--- src/hw/rtl/pgsa_pkg.sv ---
// Shared constants, types and the efficiency table of the grant sizing allocator.
package pgsa_pkg;

	// Pool geometry
	localparam int MAX_PRBS = 128;
	localparam int IDX_W    = $clog2(MAX_PRBS);
	localparam int CNT_W    = $clog2(MAX_PRBS + 1);

	// Field widths
	localparam int CFG_W    = 8;
	localparam int CMD_W    = 2;
	localparam int MCS_W    = 5;
	localparam int REQ_W    = 22;
	localparam int COUNT_W  = 8;
	localparam int START_W  = 7;
	localparam int TBS_W    = 13;

	// Arithmetic widths
	localparam int BITS_W     = 9;
	localparam int BPB_W      = 6;
	localparam int DIVIDEND_W = REQ_W + 1;
	localparam int PROD_W     = BITS_W + COUNT_W;

	// Fixed values
	localparam logic [CFG_W-1:0] RESET_TOTAL_PRBS   = CFG_W'(100);
	localparam logic [REQ_W-1:0] EMPTY_DEMAND_BYTES = REQ_W'(100);
	localparam logic [TBS_W-1:0] TBS_MAX            = TBS_W'(8191);

	// Command codes
	typedef logic [CMD_W-1:0] cmd_t;
	localparam cmd_t CMD_CLEAR = 2'd0;
	localparam cmd_t CMD_SIZE  = 2'd1;
	localparam cmd_t CMD_FIXED = 2'd2;

	// Divider request and response
	typedef struct packed {
		logic                  start;
		logic [DIVIDEND_W-1:0] dividend;
		logic [BPB_W-1:0]      divisor;
	} div_req_t;

	typedef struct packed {
		logic                  done;
		logic [DIVIDEND_W-1:0] quotient;
	} div_rsp_t;

	// Bits per block, linearly interpolated between the six anchors
	function automatic logic [BITS_W-1:0] bits_per_block(input logic [MCS_W-1:0] m);
		logic [BITS_W-1:0] b;
		case (m)
			5'd0:    b = 9'd16;
			5'd1:    b = 9'd25;
			5'd2:    b = 9'd35;
			5'd3:    b = 9'd44;
			5'd4:    b = 9'd54;
			5'd5:    b = 9'd64;
			5'd6:    b = 9'd75;
			5'd7:    b = 9'd86;
			5'd8:    b = 9'd97;
			5'd9:    b = 9'd108;
			5'd10:   b = 9'd120;
			5'd11:   b = 9'd131;
			5'd12:   b = 9'd142;
			5'd13:   b = 9'd153;
			5'd14:   b = 9'd164;
			5'd15:   b = 9'd176;
			5'd16:   b = 9'd195;
			5'd17:   b = 9'd214;
			5'd18:   b = 9'd233;
			5'd19:   b = 9'd252;
			5'd20:   b = 9'd272;
			5'd21:   b = 9'd295;
			5'd22:   b = 9'd318;
			5'd23:   b = 9'd341;
			5'd24:   b = 9'd364;
			5'd25:   b = 9'd387;
			5'd26:   b = 9'd410;
			5'd27:   b = 9'd433;
			default: b = 9'd456;
		endcase
		return b;
	endfunction

endpackage

--- src/hw/rtl/pgsa_div.sv ---
// Restoring serial divider, one quotient bit per cycle.
module pgsa_div (
	input  logic                clk,
	input  logic                arst_n,
	input  pgsa_pkg::div_req_t  req,
	output pgsa_pkg::div_rsp_t  rsp
);

	localparam int STEP_W = $clog2(pgsa_pkg::DIVIDEND_W + 1);

	logic [pgsa_pkg::DIVIDEND_W-1:0] work_q;
	logic [pgsa_pkg::BPB_W-1:0]      rem_q;
	logic [pgsa_pkg::BPB_W-1:0]      dsr_q;
	logic [STEP_W-1:0]               step_q;
	logic                            busy_q;
	logic                            done_q;

	logic [pgsa_pkg::BPB_W:0]        trial;
	logic                            fits;

	// Shift in the next dividend bit and try the subtraction
	always_comb begin
		trial = {rem_q, work_q[pgsa_pkg::DIVIDEND_W-1]};
		fits  = (trial >= {1'b0, dsr_q});
	end

	always_ff @(posedge clk or negedge arst_n) begin
		if (!arst_n) begin
			work_q <= '0;
			rem_q  <= '0;
			dsr_q  <= '0;
			step_q <= '0;
			busy_q <= 1'b0;
			done_q <= 1'b0;
		end else if (req.start) begin
			work_q <= req.dividend;
			rem_q  <= '0;
			dsr_q  <= req.divisor;
			step_q <= STEP_W'(pgsa_pkg::DIVIDEND_W);
			busy_q <= 1'b1;
			done_q <= 1'b0;
		end else if (busy_q) begin
			if (fits) begin
				rem_q <= pgsa_pkg::BPB_W'(trial - {1'b0, dsr_q});
			end else begin
				rem_q <= trial[pgsa_pkg::BPB_W-1:0];
			end
			work_q <= {work_q[pgsa_pkg::DIVIDEND_W-2:0], fits};
			step_q <= step_q - STEP_W'(1);
			if (step_q == STEP_W'(1)) begin
				busy_q <= 1'b0;
				done_q <= 1'b1;
			end
		end else begin
			done_q <= 1'b0;
		end
	end

	assign rsp.done     = done_q;
	assign rsp.quotient = work_q;

endmodule

--- src/hw/rtl/prb_grant_sizing_allocator.sv ---
// Top level: sizes uplink grants and places them first-fit in the block bitmap.
// One command is taken at a time; in_ready stays low while it is worked on. The bitmap
// lives in a 128-entry memory with one write and one registered read per cycle. After
// reset a clearing pass writes every entry free, one per cycle, and in_ready rises once
// that pass ends. An unused code goes straight to the result. A clear runs the same
// clearing pass and then loads the result. A fixed request is checked on its count and,
// if it passes, scanned first-fit and its run marked, as the scan and the marking each
// visit one block per cycle; a request that finds no run is not granted. A sized request
// first runs the serial divide that turns bytes into blocks, one quotient bit per cycle.
// The result sits in an output register, so the next command is taken while the
// previous result waits.
module prb_grant_sizing_allocator (
	input  logic                           clk,
	input  logic                           arst_n,
	// configuration
	input  logic                           cfg_valid,
	output logic                           cfg_ready,
	input  logic [pgsa_pkg::CFG_W-1:0]     cfg_data,
	// commands
	input  logic                           in_valid,
	output logic                           in_ready,
	input  logic [pgsa_pkg::CMD_W-1:0]     command,
	input  logic [pgsa_pkg::MCS_W-1:0]     mcs,
	input  logic [pgsa_pkg::REQ_W-1:0]     demand_bytes,
	input  logic [pgsa_pkg::COUNT_W-1:0]   prb_count,
	// grants
	output logic                           out_valid,
	input  logic                           out_ready,
	output logic                           granted,
	output logic [pgsa_pkg::START_W-1:0]   run_start,
	output logic [pgsa_pkg::COUNT_W-1:0]   grant_prbs,
	output logic [pgsa_pkg::TBS_W-1:0]     tbs_bytes
);

	localparam int IDX_W   = pgsa_pkg::IDX_W;
	localparam int CNT_W   = pgsa_pkg::CNT_W;
	localparam int COUNT_W = pgsa_pkg::COUNT_W;

	typedef enum logic [3:0] {
		ST_IDLE,
		ST_CLEAR,
		ST_DIV,
		ST_CHECK,
		ST_SCAN,
		ST_MARK,
		ST_MUL,
		ST_TBS,
		ST_DONE
	} state_t;

	state_t                         state_q;
	logic [pgsa_pkg::CFG_W-1:0]     total_q;
	logic                           clr_reply_q;
	logic [pgsa_pkg::BITS_W-1:0]    bits_q;
	logic [COUNT_W-1:0]             n_q;
	logic [COUNT_W-1:0]             run_q;
	logic [CNT_W-1:0]               idx_q;
	logic [IDX_W-1:0]               start_q;
	logic [pgsa_pkg::PROD_W-1:0]    prod_s1;

	logic                           busy_mem [pgsa_pkg::MAX_PRBS];
	logic                           busy_rd_q;

	logic                           res_granted_q;
	logic [pgsa_pkg::START_W-1:0]   res_start_q;
	logic [COUNT_W-1:0]             res_count_q;
	logic [pgsa_pkg::TBS_W-1:0]     res_tbs_q;

	logic                           out_valid_q;
	logic                           granted_q;
	logic [pgsa_pkg::START_W-1:0]   run_start_q;
	logic [COUNT_W-1:0]             grant_prbs_q;
	logic [pgsa_pkg::TBS_W-1:0]     tbs_bytes_q;

	logic                           in_beat;
	logic                           load_out;
	logic [CNT_W-1:0]               pool;
	logic [pgsa_pkg::BITS_W-1:0]    in_bits;
	logic [pgsa_pkg::BPB_W-1:0]     in_bpb;
	logic [pgsa_pkg::REQ_W-1:0]     demand;
	logic [CNT_W-1:0]               scan_start;
	logic [pgsa_pkg::PROD_W-4:0]    tbs_full;
	logic                           mem_we;
	logic                           mem_wdata;
	logic [IDX_W-1:0]               mem_waddr;
	logic [IDX_W-1:0]               mem_raddr;

	pgsa_pkg::div_req_t             div_req;
	pgsa_pkg::div_rsp_t             div_rsp;

	assign cfg_ready = 1'b1;
	assign in_ready  = (state_q == ST_IDLE);
	assign in_beat   = in_valid && in_ready;
	assign load_out  = (state_q == ST_DONE) && (!out_valid_q || out_ready);

	// Pool in use is the register clamped to the bitmap size
	always_comb begin
		if (32'(total_q) > 32'(pgsa_pkg::MAX_PRBS)) begin
			pool = CNT_W'(pgsa_pkg::MAX_PRBS);
		end else begin
			pool = CNT_W'(total_q);
		end
	end

	// Byte demand and bytes per block for the divider
	always_comb begin
		in_bits = pgsa_pkg::bits_per_block(mcs);
		in_bpb  = in_bits[pgsa_pkg::BITS_W-1:3];
		demand  = (demand_bytes == '0) ? pgsa_pkg::EMPTY_DEMAND_BYTES : demand_bytes;
		div_req.start    = in_beat && (command == pgsa_pkg::CMD_SIZE);
		div_req.divisor  = in_bpb;
		div_req.dividend = pgsa_pkg::DIVIDEND_W'(demand)
			+ pgsa_pkg::DIVIDEND_W'(in_bpb) - pgsa_pkg::DIVIDEND_W'(1);
	end

	pgsa_div u_div (
		.clk    (clk),
		.arst_n (arst_n),
		.req    (div_req),
		.rsp    (div_rsp)
	);

	// Scan helpers
	always_comb begin
		scan_start = idx_q + CNT_W'(1) - CNT_W'(n_q);
		tbs_full   = prod_s1[pgsa_pkg::PROD_W-1:3];
	end

	// Bitmap port control: clear or mark at the current block, read one block ahead
	always_comb begin
		mem_we    = (state_q == ST_CLEAR) || (state_q == ST_MARK);
		mem_wdata = (state_q == ST_MARK);
		mem_waddr = idx_q[IDX_W-1:0];
		if (state_q == ST_SCAN) begin
			mem_raddr = idx_q[IDX_W-1:0] + IDX_W'(1);
		end else begin
			mem_raddr = '0;
		end
	end

	// Bitmap store: one write and one registered read per cycle
	always_ff @(posedge clk) begin
		if (mem_we) begin
			busy_mem[mem_waddr] <= mem_wdata;
		end
		busy_rd_q <= busy_mem[mem_raddr];
	end

	// Sequencer and result registers
	always_ff @(posedge clk or negedge arst_n) begin
		if (!arst_n) begin
			state_q       <= ST_CLEAR;
			total_q       <= pgsa_pkg::RESET_TOTAL_PRBS;
			clr_reply_q   <= 1'b0;
			bits_q        <= '0;
			n_q           <= '0;
			run_q         <= '0;
			idx_q         <= '0;
			start_q       <= '0;
			prod_s1       <= '0;
			res_granted_q <= 1'b0;
			res_start_q   <= '0;
			res_count_q   <= '0;
			res_tbs_q     <= '0;
			out_valid_q   <= 1'b0;
			granted_q     <= 1'b0;
			run_start_q   <= '0;
			grant_prbs_q  <= '0;
			tbs_bytes_q   <= '0;
		end else begin
			// hold the pool size
			if (cfg_valid && cfg_ready) begin
				total_q <= cfg_data;
			end

			// raise the output beat on load, drop it once taken
			if (load_out) begin
				out_valid_q <= 1'b1;
			end else if (out_ready) begin
				out_valid_q <= 1'b0;
			end

			unique case (state_q)
				ST_IDLE: begin
					if (in_beat) begin
						bits_q        <= in_bits;
						n_q           <= prb_count;
						res_granted_q <= 1'b0;
						res_start_q   <= '0;
						res_count_q   <= '0;
						res_tbs_q     <= '0;
						case (command)
							pgsa_pkg::CMD_CLEAR: begin
								idx_q       <= '0;
								clr_reply_q <= 1'b1;
								state_q     <= ST_CLEAR;
							end
							pgsa_pkg::CMD_SIZE:  state_q <= ST_DIV;
							pgsa_pkg::CMD_FIXED: state_q <= ST_CHECK;
							default:             state_q <= ST_DONE;
						endcase
					end
				end

				// free every block of the bitmap, one per cycle
				ST_CLEAR: begin
					idx_q <= idx_q + CNT_W'(1);
					if (idx_q == CNT_W'(pgsa_pkg::MAX_PRBS - 1)) begin
						if (clr_reply_q) begin
							state_q <= ST_DONE;
						end else begin
							state_q <= ST_IDLE;
						end
					end
				end

				// cap the block count at the pool
				ST_DIV: begin
					if (div_rsp.done) begin
						if (div_rsp.quotient > pgsa_pkg::DIVIDEND_W'(pool)) begin
							n_q <= COUNT_W'(pool);
						end else begin
							n_q <= COUNT_W'(div_rsp.quotient);
						end
						state_q <= ST_CHECK;
					end
				end

				// reject empty or oversized requests
				ST_CHECK: begin
					idx_q <= '0;
					run_q <= '0;
					if ((n_q == '0) || (32'(n_q) > 32'(pool))) begin
						state_q <= ST_DONE;
					end else begin
						state_q <= ST_SCAN;
					end
				end

				// advance one block per cycle looking for a free run
				ST_SCAN: begin
					if (idx_q == pool) begin
						state_q <= ST_DONE;
					end else if (busy_rd_q) begin
						run_q <= '0;
						idx_q <= idx_q + CNT_W'(1);
					end else if (({1'b0, run_q} + 9'd1) == {1'b0, n_q}) begin
						start_q <= IDX_W'(scan_start);
						idx_q   <= scan_start;
						run_q   <= n_q;
						state_q <= ST_MARK;
					end else begin
						run_q <= run_q + COUNT_W'(1);
						idx_q <= idx_q + CNT_W'(1);
					end
				end

				// mark the run busy, one block per cycle
				ST_MARK: begin
					idx_q <= idx_q + CNT_W'(1);
					run_q <= run_q - COUNT_W'(1);
					if (run_q == COUNT_W'(1)) begin
						state_q <= ST_MUL;
					end
				end

				ST_MUL: begin
					prod_s1 <= pgsa_pkg::PROD_W'(bits_q) * pgsa_pkg::PROD_W'(n_q);
					state_q <= ST_TBS;
				end

				// saturate the transport size
				ST_TBS: begin
					res_granted_q <= 1'b1;
					res_start_q   <= pgsa_pkg::START_W'(start_q);
					res_count_q   <= n_q;
					if (tbs_full > (pgsa_pkg::PROD_W-3)'(pgsa_pkg::TBS_MAX)) begin
						res_tbs_q <= pgsa_pkg::TBS_MAX;
					end else begin
						res_tbs_q <= pgsa_pkg::TBS_W'(tbs_full);
					end
					state_q <= ST_DONE;
				end

				// load the output register once it is free
				ST_DONE: begin
					if (load_out) begin
						granted_q    <= res_granted_q;
						run_start_q  <= res_start_q;
						grant_prbs_q <= res_count_q;
						tbs_bytes_q  <= res_tbs_q;
						state_q      <= ST_IDLE;
					end
				end

				default: state_q <= ST_IDLE;
			endcase
		end
	end

	assign out_valid  = out_valid_q;
	assign granted    = granted_q;
	assign run_start  = run_start_q;
	assign grant_prbs = grant_prbs_q;
	assign tbs_bytes  = tbs_bytes_q;

endmodule

--- config.mk ---
export PLATFORM = sky130hd
export DESIGN_NAME = prb_grant_sizing_allocator
export DESIGN_NICKNAME = d
export VERILOG_FILES = /design/src/hw/rtl/pgsa_pkg.sv /design/src/hw/rtl/pgsa_div.sv /design/src/hw/rtl/prb_grant_sizing_allocator.sv
export SDC_FILE = /design/constraint.sdc
export NUM_CORES = 1
export LEC_CHECK = 0
export ABC_AREA = 1
export BUFFER_PORTS_ARGS = -buffer_cell sky130_fd_sc_hd__buf_2
export CAP_MARGIN = 20
export CELL_PAD_IN_SITES_DETAIL_PLACEMENT = 1
export CELL_PAD_IN_SITES_GLOBAL_PLACEMENT = 2
export CORE_MARGIN = 2
export CORE_UTILIZATION = 34
export DETAILED_ROUTE_END_ITERATION = 10
export PLACE_DENSITY = 0.83
export RECOVER_POWER = 25
export SETUP_SLACK_MARGIN = 0.15
export SLEW_MARGIN = 0
export SYNTH_ARGS = -nofsm -noshare
export SYNTH_HDL_FRONTEND = slang
export SYNTH_HIERARCHICAL = 1
export SYNTH_SLANG_ARGS = --single-unit
export TNS_END_PERCENT = 30
--- constraint.sdc ---
create_clock -name clk -period 4.95 [get_ports clk]
set_input_delay 0.99 -clock clk [delete_from_list [all_inputs] [get_ports clk]]
set_output_delay 0.99 -clock clk [all_outputs]
set_load 0.02 [all_outputs]
==> results.json, run 1 <==
{
  "outcome": "complete, but fails checks",
  "failed_checks": "max-capacitance violations, max-slew violations",
  "core_sq_um": 57810,
  "timing.rr.end": "prod_s1[16]",
  "wl_um": 59570,
  "dieHeight_um": 245.9,
  "dpl.hpwl_um": 43370,
  "die_area_sq_um": 60450,
  "drt_pass1_iterations": 5,
  "yosysMostFrequentCell": "nand2_1",
  "slew_headroom_pct": -42.71,
  "critPathMaxFanout": 13,
  "num_io_pins": 82,
  "hold_path_class": "flip-flop to flip-flop",
  "setup_viol": 0,
  "cts_tree": "done",
  "yosys.cell_types.count": 63,
  "cp-end-kind": "flip-flop",
  "ys_seq_area_share_pct": 40.59,
  "num_antenna_cells": 0,
  "async_flop_share_pct": 56.57,
  "cts-root-buf": "clkbuf_16",
  "hp-start": "clr_reply_q",
  "finClkSkew_ns": 0.03840,
  "fmax_ghz": 0.2273,
  "grt_first_pass_wirelength_um": 96400,
  "tns_ns": 0,
  "synth_top_area_cell": "dfrtp_1",
  "ir_drop_v": 0.001070,
  "drive_gt1_share_pct": 9.507,
  "worst-r2r-setup-slack_ns": 0.55,
  "cts_hold_buf": 0,
  "drtAntennaViolNets": 0,
  "fp.dieW_um": 245.9,
  "cts_max_path_buffers": 3,
  "ys_seq_elements": 297,
  "overflow": 0,
  "remaining_drc_errors": 0,
  "antenna_found_initial": 3,
  "synthFlopType": "dfrtp_1",
  "cts_made_buffers": 36,
  "power_density_nw_per_um2": 784.5,
  "area_growth_pct": 11.18,
  "vias_per_cell": 5.011,
  "cp.required_ns": 5.40,
  "synth_edf_count": 128,
  "maxCapViolCount": 2,
  "tightest_slew_ns": 2.141,
  "clkSlewWorstSetupHoldPaths_ns": 0.06,
  "grt_max_degree": 96,
  "final.min_clock_period_ns": 4.399,
  "first_iter_violations": 874,
  "cts_max_level": 2,
  "utilization_pct": 38.26,
  "final.period_utilization_pct": 88.87,
  "syn_inst": 2550,
  "vias": 16960,
  "insertion_delay_ns": 0.57,
  "num-fill-cells": 7110,
  "start_util_pct": 34.41,
  "finalHoldViolCount": 0,
  "critPathLaunchType": "flip-flop",
  "portBuffers": 80,
  "synth_nets": 2755,
  "gp_congestion": 0.8190,
  "p_leak_nw": 10.68,
  "r2r_start": "n_q[3]",
  "placed_area_sq_um": 21010,
  "rsz0062_at_grt": "false",
  "ctsResizeCount": 0,
  "drv_slew": 141,
  "hold_end": "clr_reply_q",
  "wl_per_cell_um": 17.60,
  "cts_setup_buffers": 0,
  "rows": 88,
  "yosys_warnings": 6,
  "netlist_top_cells_area": "dfrtp_1, edfxtp_1, nand2_1",
  "nets": 2796,
  "synth_top_area_share_pct": 20.63,
  "holdPathStages": 2,
  "synth_area_sq_um": 19890,
  "grt_pass1_vias": 17910,
  "fin_area_sq_um": 22120,
  "cts.sinks": 297,
  "synth_commonest_cells": "nand2_1, inv_1, nor2_1, nand3_1, dfrtp_1",
  "r2r.worst_path.cells": 16,
  "track_usage_pct": 20.04,
  "timing_worst_setup_path_type": "flip-flop to flip-flop",
  "arrival_ns": 4.85,
  "postSynthAreaPerCell_sq_um": 7.800
}
[cells in the final DEF, fill, tap and decap left out, drive strengths merged, types with 12 or more instances in the layout]
cell / n
a21oi: 75
buf: 101
clkbuf: 54
clkinv: 13
dfrtp: 164
edfxtp: 128
fa: 45
ha: 110
inv: 456
nand2: 563
nand3: 210
nand4: 50
nor2: 302
nor3: 20
o211ai: 15
o21ai: 159
or2: 20
xnor2: 12
xor2: 34
[worst max path at each step]
| stage | from | endpoint | cells past startpoint |
|---|---|---|---|
| final | n_q[3] | prod_s1[16] | 16 |
| after CTS | n_q[3] | prod_s1[16] | 16 |
| after detailed placement | mcs[0] | u_div/work_q[17] | 21 |
| after global placement | mcs[0] | u_div/work_q[17] | 22 |
| after global routing | n_q[3] | prod_s1[16] | 16 |
| after floorplan | n_q[7] | prod_s1[13] | 19 |
[layout make-up]
class | count | area (sq um) | area share, %
Clock buffer | 51 | 977.2 | 4.419
Clock inverter | 15 | 136.4 | 0.6167
Inverter | 458 | 1720 | 7.779
Multi-Input combinational cell | 1694 | 9663 | 43.69
Sequential cell | 297 | 8073 | 36.50
Tap cell | 765 | 957.2 | 4.328
Timing Repair Buffer | 104 | 588.1 | 2.659
[critical path: stages (launching register included)]
cell	delay (ns)
dfrtp_1	0.69
nand2_1	0.13
inv_1	0.10
fa_1	0.43
fa_1	0.48
fa_1	0.56
inv_1	0.06
fa_1	0.53
inv_1	0.04
ha_1	0.34
a21oi_1	0.24
o21ai_0	0.12
a211oi_1	0.22
nand2_1	0.09
xor2_1	0.15
nand2_1	0.07
nand2_1	0.05
[per-layer routing]
metal,GRT usage [%],vias to the layer above,wire length [um]
met5,0,-,7
met4,5.579,2,1286
met3,1.943,77,1830
met2,34.50,251,28780
met1,26.73,8426,27670
li1,-,8201,-
[where the power goes]
part           total [mW]  internal (mW)  switching (mW)
combinational        11.1           3.92            7.23
sequential           3.66           3.07           0.587
clock                2.54           1.45            1.10
total                17.3           8.43            8.92
[stage by stage]
stage	instances	hold WS, ns	power [mW]	setup WS (ns)
2_1_floorplan	2550	0.4277	11.80	0.7248
3_3_place_gp	3317	0.4407	14.54	0.4643
3_5_place_dp	3317	0.4497	14.92	0.3570
4_1_cts	3383	0.4620	17.58	0.5321
5_1_grt	3384	0.5014	19.23	0.2367
6_report	3384	0.4681	17.35	0.5510
[flip-flops by register name (all words and copies together) (netlist names), 5 cells and up]
name,flops
bits_q,9
busy_mem,128
grant_prbs,8
idx_q,8
n_q,8
prod_s1,14
res_count_q,8
res_start_q,7
res_tbs_q,13
run_q,8
run_start,7
start_q,7
tbs_bytes,13
total_q,8
u_div/dsr_q,6
u_div/rem_q,6
u_div/step_q,5
u_div/work_q,23
[cells by family after synthesis]
logic type	Yosys count	synth area share (%)
xor+xnor	46	2.063
other cells	1	0.01885
simple gates	1183	25.95
compound gates	302	8.656
fa+ha+maj	155	11.45
flops	297	40.59
mux	7	0.3963
buf+inv	559	10.88
No activity file was read; power rests on OpenSTA's default activity.
==> run 2: changes to the inputs <==
--- a/config.mk
+++ b/config.mk
@@ -12,6 +12,7 @@
 export CELL_PAD_IN_SITES_GLOBAL_PLACEMENT = 2
 export CORE_MARGIN = 2
 export CORE_UTILIZATION = 34
+export CTS_BUF_LIST = sky130_fd_sc_hd__clkbuf_16
 export DETAILED_ROUTE_END_ITERATION = 10
 export PLACE_DENSITY = 0.83
 export RECOVER_POWER = 25
==> results.json, run 2 (synthesis results as in run 1) <==
{
  "outcome": "complete, but fails checks",
  "failed_checks": "max-capacitance violations, max-slew violations",
  "wl_um": 59500,
  "cp_top_family": "adder cells",
  "final.period_utilization_pct": 88.85,
  "nets": 2796,
  "dpl.hpwl_um": 43370,
  "cts_max_path_buffers": 3,
  "setup_slack_ns": 0.5520,
  "startpoint": "n_q[3]",
  "power_density_nw_per_um2": 782.3,
  "wl_per_cell_um": 17.58,
  "fmax_ghz": 0.2274,
  "drtAntennaViolNets": 0,
  "p_switching_mw": 8.907,
  "cts_hold_buf": 0,
  "final_common_cell": "nand2_1",
  "multi_input_area_sq_um": 9663,
  "cts_max_level": 2,
  "cts_setup_buffers": 0,
  "num_io_pins": 82,
  "first_iter_violations": 880,
  "hold_ws_ns": 0.4681,
  "drive_gt1_share_pct": 9.431,
  "crit_chain": "nand2_1 > inv_1 > fa_1 > fa_1 > fa_1 > inv_1 > fa_1 > inv_1 > ha_1 > a21oi_1 > o21ai_0 > a211oi_1 > nand2_1 > xor2_1 > nand2_1 > nand2_1",
  "final.min_clock_period_ns": 4.398,
  "setup_viol": 0,
  "grt_pass1_vias": 17910,
  "critPathLaunchType": "flip-flop",
  "cp-end-kind": "flip-flop",
  "tns_ns": 0,
  "cts_made_buffers": 36,
  "largest_register": "busy_mem",
  "gp_congestion": 0.8190,
  "cp_slowest_stage_delay_ns": 0.69,
  "power_frac_seq_pct": 21.2,
  "cp.depth": 16,
  "clkSlewWorstSetupHoldPaths_ns": 0.06,
  "start_util_pct": 34.41,
  "p_leak_nw": 10.72,
  "cts-root-buf": "clkbuf_16",
  "finalHoldViolCount": 0,
  "drt_pass1_iterations": 5,
  "num-fill-cells": 7112,
  "critPathMaxFanout": 13,
  "ctsResizeCount": 0,
  "seqCellArea_sq_um": 8073,
  "switching_share_pct": 51.53,
  "grt_max_degree": 96,
  "insertion_delay_ns": 0.57,
  "final_cell_mix": "nand2_1, inv_1, nor2_1, nand3_1, dfrtp_1",
  "worst-r2r-setup-slack_ns": 0.55,
  "cts.sinks": 297,
  "r2r_start": "n_q[3]",
  "arrival_ns": 4.85,
  "track_usage_pct": 20.04,
  "cp.required_ns": 5.40,
  "comb_power_share_pct": 64.5,
  "rsz0062_at_grt": "false",
  "tightest_slew_ns": 2.135,
  "timing_worst_setup_path_type": "flip-flop to flip-flop",
  "drv_slew": 141,
  "fp.dieW_um": 245.9,
  "path_buf_inv": 3,
  "slew_headroom_pct": -42.33,
  "critical_path.endpoint": "prod_s1[16]",
  "p_int_mw": 8.378,
  "overflow": 0,
  "portBuffers": 80,
  "r2r.worst_path.cells": 16,
  "antenna_found_initial": 3,
  "dp_slack_ns": 0.3570,
  "dieHeight_um": 245.9,
  "vias_per_cell": 5.014,
  "ir_drop_v": 0.001069,
  "core_sq_um": 57810,
  "vias": 16970,
  "finClkSkew_ns": 0.03935,
  "clkPwrFrac_pct": 14.4,
  "grt_first_pass_wirelength_um": 96400,
  "die_area_sq_um": 60450,
  "num_antenna_cells": 0,
  "cts_tree": "done",
  "timing.rr.end": "prod_s1[16]",
  "crit_slowest_cell": "dfrtp_1",
  "reg.largest.list": "busy_mem: 128 flops, u_div/work_q: 23 flops, prod_s1: 14 flops",
  "area_growth_pct": 11.08,
  "rows": 88,
  "remaining_drc_errors": 0,
  "hold_path_class": "flip-flop to flip-flop",
  "largest_reg_flops": 128,
  "maxCapViolCount": 2
}
[run 2: cell count changes in the layout (fill, tap and decap cells not counted), sizes merged]
| cell | change |
|---|---|
| clkinv | +2 |
| inv | +13 |
| clkbuf | -15 |
[run 2: metrics by stage]
stage / utilization (%) / power (mW) / cells / cell area (sq um)
after CTS: 38.24 / 17.52 / 3383 / 22100
after global routing: 38.22 / 19.17 / 3384 / 22090
after floorplan: - / 11.80 / 2550 / 19890
final: 38.22 / 17.29 / 3384 / 22090
after detailed placement: 36.35 / 14.92 / 3317 / 21010
after global placement: 36.35 / 14.54 / 3317 / 21010
[run 2: routing by layer]
metal / global-route usage [%] / wire, um / part of all wire [%]
met1: 26.73 / 27710 / 47
met5: 0 / 7 / 0.012
met4: 5.579 / 1301 / 2.2
met2: 34.50 / 28650 / 48
met3: 1.943 / 1830 / 3.1
[run 2: cell type report]
cell class | count | area share [%]
flip-flops and latches | 297 | 36.54
well taps | 765 | 4.332
inverters | 458 | 7.786
clock buffers | 36 | 4.077
multi-input cells | 1694 | 43.73
clock inverters | 30 | 0.8721
repair buffers | 104 | 2.662
[run 2: worst min-delay path: cells and delay by family, from the launching register on]
kind                   cells  cell delay (ns)
buffers and inverters      1             0.05
AO/OA/AOI/OAI              1             0.06
flip-flops                 1             0.32
[run 2: worst min path at each step]
stage | from | endpoint | slack, ns | cells after the start
global placement | clr_reply_q | clr_reply_q | 0.44 | 2
finish | clr_reply_q | clr_reply_q | 0.47 | 2
detailed placement | clr_reply_q | clr_reply_q | 0.45 | 2
floorplan | clr_reply_q | clr_reply_q | 0.43 | 2
global route | u_div/step_q[4] | u_div/step_q[4] | 0.50 | 1
CTS | clr_reply_q | clr_reply_q | 0.46 | 2
[run 2: power groups by stage]
stage / Combinational, mW / Clock (mW) / Sequential (mW)
CTS: 11.3 / 2.56 / 3.65
floorplan: 8.32 / 0 / 3.48
finish: 11.1 / 2.48 / 3.66
detailed placement: 11.2 / 0 / 3.70
global placement: 10.9 / 0 / 3.67
global route: 12.8 / 2.63 / 3.74
